[config.mk]
export PLATFORM = sky130hd
export DESIGN_NAME = majority_clocked_lfsr_word_gen_core_flat
export DESIGN_NICKNAME = d
export VERILOG_FILES = /design/src/sv/mclwg_pkg.sv /design/src/sv/mclwg_if.sv /design/src/sv/majority_clocked_lfsr_word_gen_core.sv /design/src/flat_wrapper.sv
export VERILOG_INCLUDE_DIRS = /design/src /design/src/sv
export SDC_FILE = /design/constraint.sdc
export NUM_CORES = 1
export LEC_CHECK = 0
export ABC_AREA = 1
export BUFFER_PORTS_ARGS = -buffer_cell sky130_fd_sc_hd__buf_2
export CORE_MARGIN = 2
export CORE_UTILIZATION = 45
export CTS_BUF_LIST = sky130_fd_sc_hd__clkbuf_4 sky130_fd_sc_hd__clkbuf_8 sky130_fd_sc_hd__clkbuf_16
export DETAILED_ROUTE_END_ITERATION = 8
export GPL_ROUTABILITY_DRIVEN = 0
export PLACE_DENSITY = 0.76
export SLEW_MARGIN = 5
export SYNTH_ARGS = -nofsm -noshare
export SYNTH_HDL_FRONTEND = slang
export SYNTH_SLANG_ARGS = --single-unit
[constraint.sdc]
create_clock -name i_clk -period 8.6 [get_ports i_clk]
set_clock_uncertainty 0.1 [all_clocks]
set_input_delay 0.43 -clock i_clk [delete_from_list [all_inputs] [get_ports i_clk]]
set_output_delay 0.43 -clock i_clk [all_outputs]
set_load 0.005 [all_outputs]
[src/sv/majority_clocked_lfsr_word_gen_core_assert.svh]
// Assertion macros for the majority-clocked word generator.
// Each macro expects i_clk and i_rst_n in the scope where it is used.
`ifndef MAJORITY_CLOCKED_LFSR_WORD_GEN_CORE_ASSERT_SVH
`define MAJORITY_CLOCKED_LFSR_WORD_GEN_CORE_ASSERT_SVH

// Check a consequence in the same cycle as its cause
`define MCLWG_ASSERT_SAME(label, ante, cons, msg) \
    label: assert property (@(posedge i_clk) disable iff (!i_rst_n) \
        (ante) |-> (cons)) else $error(msg);

// Check a consequence in the cycle after its cause
`define MCLWG_ASSERT_NEXT(label, ante, cons, msg) \
    label: assert property (@(posedge i_clk) disable iff (!i_rst_n) \
        (ante) |=> (cons)) else $error(msg);

`endif

[src/sv/mclwg_pkg.sv]
`default_nettype none

package mclwg_pkg;

    // register and field widths
    localparam int unsigned A_W   = 19;
    localparam int unsigned B_W   = 22;
    localparam int unsigned C_W   = 23;
    localparam int unsigned OUT_W = 23;

    // majority clock bits
    localparam int unsigned A_CLK_BIT = 8;
    localparam int unsigned B_CLK_BIT = 10;
    localparam int unsigned C_CLK_BIT = 10;

    // feedback taps (top bit of each register is also its output)
    localparam int unsigned A_TAP0 = 18;
    localparam int unsigned A_TAP1 = 17;
    localparam int unsigned A_TAP2 = 16;
    localparam int unsigned A_TAP3 = 13;
    localparam int unsigned B_TAP0 = 21;
    localparam int unsigned B_TAP1 = 20;
    localparam int unsigned C_TAP0 = 22;
    localparam int unsigned C_TAP1 = 21;
    localparam int unsigned C_TAP2 = 20;
    localparam int unsigned C_TAP3 = 7;

    typedef logic [A_W-1:0]   t_reg_a;
    typedef logic [B_W-1:0]   t_reg_b;
    typedef logic [C_W-1:0]   t_reg_c;
    typedef logic [OUT_W-1:0] t_out_word;

    // item kinds
    typedef enum logic {
        KIND_LOAD = 1'b0,
        KIND_GEN  = 1'b1
    } t_kind;

endpackage

`default_nettype wire

[src/sv/mclwg_if.sv]
`default_nettype none

// Input channel: one load or generate beat
interface mclwg_in_if ();
    logic                valid;
    logic                ready;
    logic                kind;
    mclwg_pkg::t_reg_a   seed_a;
    mclwg_pkg::t_reg_b   seed_b;
    mclwg_pkg::t_reg_c   seed_c;

    modport source (output valid, output kind, output seed_a, output seed_b,
                    output seed_c, input ready);
    modport sink   (input valid, input kind, input seed_a, input seed_b,
                    input seed_c, output ready);
endinterface

// Output channel: one keystream word per beat
interface mclwg_out_if ();
    logic                    valid;
    logic                    ready;
    mclwg_pkg::t_out_word    random_word;

    modport source (output valid, output random_word, input ready);
    modport sink   (input valid, input random_word, output ready);
endinterface

`default_nettype wire

[src/sv/majority_clocked_lfsr_word_gen_core.sv]
// Channel  | Direction | Payload                          | Beat
// ---------+-----------+----------------------------------+--------------------------------
// i_gen    | in        | kind, seed_a, seed_b, seed_c     | load seeds or request one word
// o_word   | out       | random_word                      | one keystream word
//
// A load beat writes the seeds into the three registers when accepted. A generate beat
// is accepted in S_IDLE; S_RUN then does one majority-clocked tick of the three shift
// registers per cycle, each tick adding one keystream bit to a serial word register.
// i_rst_n is synchronous, active low, and clears all three registers to zero.
// The finished word waits in an output register; the next beat is accepted while it
// waits, and a run only stalls at its end if that register is still full.
`default_nettype none

module majority_clocked_lfsr_word_gen_core #(
    parameter int unsigned WORD_BITS = 23
) (
    input  wire logic   i_clk,
    input  wire logic   i_rst_n,
    mclwg_in_if.sink    i_gen,
    mclwg_out_if.source o_word
);

`include "majority_clocked_lfsr_word_gen_core_assert.svh"

    localparam int unsigned CNT_W = (WORD_BITS > 1) ? $clog2(WORD_BITS) : 1;

    typedef logic [WORD_BITS-1:0] t_word;
    typedef logic [CNT_W-1:0]     t_cnt;

    typedef enum logic [2:0] {
        S_IDLE = 3'b001,
        S_RUN  = 3'b010,
        S_DONE = 3'b100
    } t_state;

    t_state                r_state, n_state;
    t_cnt                  r_cnt, n_cnt;
    mclwg_pkg::t_reg_a     r_a, n_a;
    mclwg_pkg::t_reg_b     r_b, n_b;
    mclwg_pkg::t_reg_c     r_c, n_c;
    t_word                 r_word, n_word;
    logic                  r_out_valid, n_out_valid;
    mclwg_pkg::t_out_word  r_out_data, n_out_data;

    logic ca, cb, cc, maj;
    logic en_a, en_b, en_c;
    logic fb_a, fb_b, fb_c;
    logic ks_bit;
    logic last_tick;
    logic out_free;
    t_word tick_word;

    // majority vote over the clock bits
    assign ca   = r_a[mclwg_pkg::A_CLK_BIT];
    assign cb   = r_b[mclwg_pkg::B_CLK_BIT];
    assign cc   = r_c[mclwg_pkg::C_CLK_BIT];
    assign maj  = (ca & cb) | (ca & cc) | (cb & cc);
    assign en_a = (ca == maj);
    assign en_b = (cb == maj);
    assign en_c = (cc == maj);

    // feedback of each register
    assign fb_a = r_a[mclwg_pkg::A_TAP0] ^ r_a[mclwg_pkg::A_TAP1]
                ^ r_a[mclwg_pkg::A_TAP2] ^ r_a[mclwg_pkg::A_TAP3];
    assign fb_b = r_b[mclwg_pkg::B_TAP0] ^ r_b[mclwg_pkg::B_TAP1];
    assign fb_c = r_c[mclwg_pkg::C_TAP0] ^ r_c[mclwg_pkg::C_TAP1]
                ^ r_c[mclwg_pkg::C_TAP2] ^ r_c[mclwg_pkg::C_TAP3];

    // keystream bit: top bits of the clocked registers only
    assign ks_bit = (en_a & r_a[mclwg_pkg::A_W-1])
                  ^ (en_b & r_b[mclwg_pkg::B_W-1])
                  ^ (en_c & r_c[mclwg_pkg::C_W-1]);

    // shift the new bit in at the top so that tick i ends at bit i
    assign tick_word = (r_word >> 1) | (t_word'(ks_bit) << (WORD_BITS - 1));

    assign last_tick = (r_cnt == t_cnt'(WORD_BITS - 1));
    assign out_free  = !r_out_valid || o_word.ready;

    // sequencer and datapath next state
    always_comb begin
        n_state     = r_state;
        n_cnt       = r_cnt;
        n_a         = r_a;
        n_b         = r_b;
        n_c         = r_c;
        n_word      = r_word;
        n_out_valid = r_out_valid && !o_word.ready;
        n_out_data  = r_out_data;
        case (r_state)
            S_IDLE: begin
                if (i_gen.valid) begin
                    if (i_gen.kind == mclwg_pkg::KIND_LOAD) begin
                        n_a = i_gen.seed_a;
                        n_b = i_gen.seed_b;
                        n_c = i_gen.seed_c;
                    end else begin
                        n_state = S_RUN;
                        n_cnt   = '0;
                    end
                end
            end
            S_RUN: begin
                if (en_a) n_a = {r_a[mclwg_pkg::A_W-2:0], fb_a};
                if (en_b) n_b = {r_b[mclwg_pkg::B_W-2:0], fb_b};
                if (en_c) n_c = {r_c[mclwg_pkg::C_W-2:0], fb_c};
                n_word = tick_word;
                n_cnt  = r_cnt + t_cnt'(1);
                if (last_tick) begin
                    if (out_free) begin
                        n_out_valid = 1'b1;
                        n_out_data  = mclwg_pkg::OUT_W'(tick_word);
                        n_state     = S_IDLE;
                    end else begin
                        n_state = S_DONE;
                    end
                end
            end
            S_DONE: begin
                // hold the word until the output register drains
                if (out_free) begin
                    n_out_valid = 1'b1;
                    n_out_data  = mclwg_pkg::OUT_W'(r_word);
                    n_state     = S_IDLE;
                end
            end
            default: begin
                n_state = S_IDLE;
            end
        endcase
    end

    // control and shift registers
    always_ff @(posedge i_clk) begin
        if (!i_rst_n) begin
            r_state     <= S_IDLE;
            r_cnt       <= '0;
            r_a         <= '0;
            r_b         <= '0;
            r_c         <= '0;
            r_out_valid <= 1'b0;
        end else begin
            r_state     <= n_state;
            r_cnt       <= n_cnt;
            r_a         <= n_a;
            r_b         <= n_b;
            r_c         <= n_c;
            r_out_valid <= n_out_valid;
        end
    end

    // payload registers
    always_ff @(posedge i_clk) begin
        r_word     <= n_word;
        r_out_data <= n_out_data;
    end

    assign i_gen.ready        = (r_state == S_IDLE);
    assign o_word.valid       = r_out_valid;
    assign o_word.random_word = r_out_data;

    // checks
    `MCLWG_ASSERT_SAME(a_majority_clocks_two, r_state == S_RUN, $countones({en_a, en_b, en_c}) >= 2, "fewer than two registers clocked in a tick")
    `MCLWG_ASSERT_NEXT(a_gen_starts_run, i_gen.valid && i_gen.ready && (i_gen.kind == mclwg_pkg::KIND_GEN), (r_state == S_RUN) && (r_cnt == '0), "generate beat did not start a run")
    `MCLWG_ASSERT_NEXT(a_last_tick_delivers, (r_state == S_RUN) && last_tick && out_free, o_word.valid && (r_state == S_IDLE), "finished word not presented")
    `MCLWG_ASSERT_SAME(a_done_means_full, r_state == S_DONE, o_word.valid, "run held back with output register empty")

endmodule

`default_nettype wire

[src/flat_wrapper.sv]
// flat-port wrapper written by rule: the top's interface ports become plain ports
module majority_clocked_lfsr_word_gen_core_flat 
#(
    parameter int unsigned WORD_BITS = 23
)
  (i_clk, i_rst_n, i_gen_valid, i_gen_kind, i_gen_seed_a, i_gen_seed_b, i_gen_seed_c, i_gen_ready, o_word_valid, o_word_random_word, o_word_ready);
  mclwg_in_if i_gen_i ();
  mclwg_out_if o_word_i ();
  input  wire logic i_clk;
  input  wire logic i_rst_n;
  input wire logic [$bits(i_gen_i.valid)-1:0] i_gen_valid;
  input wire logic [$bits(i_gen_i.kind)-1:0] i_gen_kind;
  input wire logic [$bits(i_gen_i.seed_a)-1:0] i_gen_seed_a;
  input wire logic [$bits(i_gen_i.seed_b)-1:0] i_gen_seed_b;
  input wire logic [$bits(i_gen_i.seed_c)-1:0] i_gen_seed_c;
  output wire logic [$bits(i_gen_i.ready)-1:0] i_gen_ready;
  output wire logic [$bits(o_word_i.valid)-1:0] o_word_valid;
  output wire logic [$bits(o_word_i.random_word)-1:0] o_word_random_word;
  input wire logic [$bits(o_word_i.ready)-1:0] o_word_ready;
  assign i_gen_i.valid = i_gen_valid;
  assign i_gen_i.kind = i_gen_kind;
  assign i_gen_i.seed_a = i_gen_seed_a;
  assign i_gen_i.seed_b = i_gen_seed_b;
  assign i_gen_i.seed_c = i_gen_seed_c;
  assign i_gen_ready = i_gen_i.ready;
  assign o_word_valid = o_word_i.valid;
  assign o_word_random_word = o_word_i.random_word;
  assign o_word_i.ready = o_word_ready;
  majority_clocked_lfsr_word_gen_core #(.WORD_BITS(WORD_BITS)) u_core (.i_clk(i_clk), .i_rst_n(i_rst_n), .i_gen(i_gen_i), .o_word(o_word_i));
endmodule
==> impl_metrics.env <==
export IMPL_worstPathCellList="nor3_4, clkinv_2, or2_1, a21oi_2"
export IMPL_drt_initial_drc_count=337
export IMPL_finalNonFillerCells=1028
export IMPL_final_cell_mix="nand2_1, nor2_1, buf_2, inv_1, dfxtp_1"
export IMPL_post_cts_buffers=0
export IMPL_cts_resized_gates=0
export IMPL_drt_total_wl_um=11000
export IMPL_antenna_found_initial=0
export IMPL_power_frac_seq=0.374
export IMPL_rows=40
export IMPL_core_area_sq_mm=0.0121
export IMPL_hold_viol=0
export IMPL_grt_max_degree=82
export IMPL_fill_cells=1162
export IMPL_grt_usage=0.173
export IMPL_hold_class="input pin to flip-flop"
export IMPL_htreeDepth=4
export IMPL_power_density_mw_per_mm2=293
export IMPL_power_internal_uw=1360
export IMPL_grt_overflow=0
export IMPL_startpoint_type="flip-flop"
export IMPL_cp_arrival_ns=2.85
export IMPL_antenna_left=0
export IMPL_drive_gt1_frac=0.163
export IMPL_maxCapViolCount=0
export IMPL_dp_hpwl_um=6850
export IMPL_ys_types=29
export IMPL_switching_power_uw=612
export IMPL_cp_slowest_cell="a21oi_2"
export IMPL_report_final_setup_viol=0
export IMPL_port_buffer_count=93
export IMPL_critPathRequiredTime_ns=8.53
export IMPL_synth_nets=841
export IMPL_start_util=0.462
export IMPL_relSlewSlack=0.263
export IMPL_pwr_share_comb=0.234
export IMPL_syn_avg_cell_area_sq_um=7.24
export IMPL_post_route_min_period_ns=2.93
export IMPL_cts_tree="built"
export IMPL_drtPass1Iterations=6
export IMPL_io_pin_count=94
export IMPL_drcViolationCount=0
export IMPL_timing_fmax_mhz=342
export IMPL_die_w_um=115
export IMPL_die_area_sq_mm=0.0133
export IMPL_finalSetupTns_ns=0
export IMPL_cts_sinks=119
export IMPL_p_sw_frac=0.310
export IMPL_vias_per_cell=4.60
export IMPL_cts_hold_buf=0
export IMPL_drv_slew=0
export IMPL_synth_warnings=0
export IMPL_leakagePower_uw=0.00336
export IMPL_syn_area_sq_mm=0.00558
export IMPL_synthCells=770
export IMPL_clkPwrFrac=0.392
export IMPL_max_stage_delay_ns=0.88
export IMPL_crit_fanout=52
export IMPL_placed_cell_area_sq_mm=0.00610
export IMPL_cts_buffer_depth=2
export IMPL_insertion_delay_ns=0.41
export IMPL_synth_seq_cells=119
export IMPL_wire_per_inst_um=10.7
export IMPL_syn_to_final_growth_pct=21.0
export IMPL_cts_buffers=17
export IMPL_nets=918
export IMPL_status="complete, no violations"
export IMPL_diodes=0
export IMPL_cts_root_buf="clkbuf_16"
export IMPL_grt_pass1_wl_um=17900
export IMPL_worst_pin_slew_ns=1.10
export IMPL_critPathCaptureType="flip-flop"
export IMPL_die_h_um=115
export IMPL_r2r_slack_ns=5.67
export IMPL_final_cell_area_sq_mm=0.00675
export IMPL_mostFrequentLayoutCell="nand2_1"
export IMPL_placedCellCount=996
export IMPL_fin_crit_sh=0.340
export IMPL_first_global_vias=3932
export IMPL_crit_type="flip-flop to flip-flop"
export IMPL_clk_pin_slew_ns=0.06
export IMPL_ys_seq_area_frac=0.510
export IMPL_num_vias=4726
export IMPL_rsz0062_at_grt="false"
export IMPL_peakVddDrop_v=0.000163
==> cells in the mapped netlist <==
master    count  area [sq um]
nand2_1     285          1070
nor2_1      136           510
inv_1        78           293
dfxtp_1      73          1460
o21ai_0      56           280
edfxtp_1     46          1380
clkbuf_1     20          75.1
nand3_1      13          65.1
buf_2        12          60.1
o21ai_1      11          55.1
a21oi_1       7          35.0
xor2_1        5          43.8
buf_4         3          22.5
buf_6         3          33.8
nand3_2       3          30.0
nand4_1       3          18.8
ha_1          2          25.0
inv_2         2          7.51
nor3_2        2          20.0
a211oi_1      1          7.51
a22oi_1       1          7.51
a31o_2        1          8.76
a31oi_1       1          6.26
buf_1         1          3.75
nand3_4       1          17.5
o21ai_4       1          16.3
or2_1         1          6.26
or2_2         1          6.26
xnor2_1       1          8.76
==> stage by stage <==
| step | hold WS [ns] | total power, uW | worst slack [ns] | util |
|---|---|---|---|---|
| final | 0.246 | 1980 | 5.67 | 0.560 |
| after global routing | 0.260 | 2110 | 5.43 | 0.560 |
| after CTS | 0.235 | 1990 | 5.65 | 0.560 |
| after detailed placement | 0.361 | 1210 | 5.66 | 0.506 |
| after global placement | 0.364 | 1200 | 5.70 | 0.506 |
| after floorplan | 0.351 | 1130 | 5.84 | - |
==> cells by family after synthesis <==
family	count (synthesis)	synth area share
XOR/XNOR	6	0.00942
adder cells (fa/ha/maj)	2	0.00449
buffers and inverters	119	0.0888
AND/OR/NAND/NOR	445	0.313
AO/OA/AOI/OAI	79	0.0747
flip-flops	119	0.510
==> registers in the layout (all words and copies together), names as in the netlist <==
register                   count
u_core.r_a                    19
u_core.o_word.random_word     23
u_core.r_state                 3
u_core.r_c                    23
u_core.o_word.valid            1
u_core.r_b                    22
u_core.r_word                 23
u_core.r_cnt                   5
==> final timing paths <==
path	from	to	depth (start not counted)
hold reg to reg	u_core.r_word[18]$_DFFE_PP_	u_core.r_word[17]$_DFFE_PP_	0
hold / removal	i_gen_seed_c[0]	u_core.r_c[0]$_SDFFE_PN0P_	5
setup / recovery	u_core.r_state[0]$_SDFFE_PN1P_	u_core.o_word.random_word[2]$_DFFE_PP_	4
setup reg to reg	u_core.r_state[0]$_SDFFE_PN1P_	u_core.o_word.random_word[2]$_DFFE_PP_	4
==> power by group through the flow <==
stage	Sequential, uW	Combinational, uW	Clock (uW)
finish	739	462	776
global route	750	549	816
CTS	739	464	789
detailed placement	750	459	0
global placement	747	453	0
floorplan	739	388	0
==> metal layers <==
layer | global-route usage | wire length, um | up-vias
li1 | - | - | 2527
met1 | 0.226 | 5310 | 2060
met2 | 0.259 | 4950 | 124
met3 | 0.0580 | 539 | 15
met4 | 0.0779 | 174 | 0
met5 | 0 | 0 | -
==> cell type report <==
class	instances	area [sq um]	area share
sequential	119	2840	0.421
multi-input combinational	532	2250	0.333
timing repair buffer	97	495	0.0734
clock buffer	17	425	0.0630
inverter	80	302	0.0447
clock inverter	15	226	0.0335
tap	168	210	0.0311
==> worst max-delay path: cells and delay by family (launching register included) <==
kind | cells | cell delay (ns)
AND/OR/NAND/NOR | 2 | 0.69
flip-flops | 1 | 0.36
buffers and inverters | 1 | 0.51
AO/OA/AOI/OAI | 1 | 0.88
Note: power is estimated with default switching activity, not from simulation.
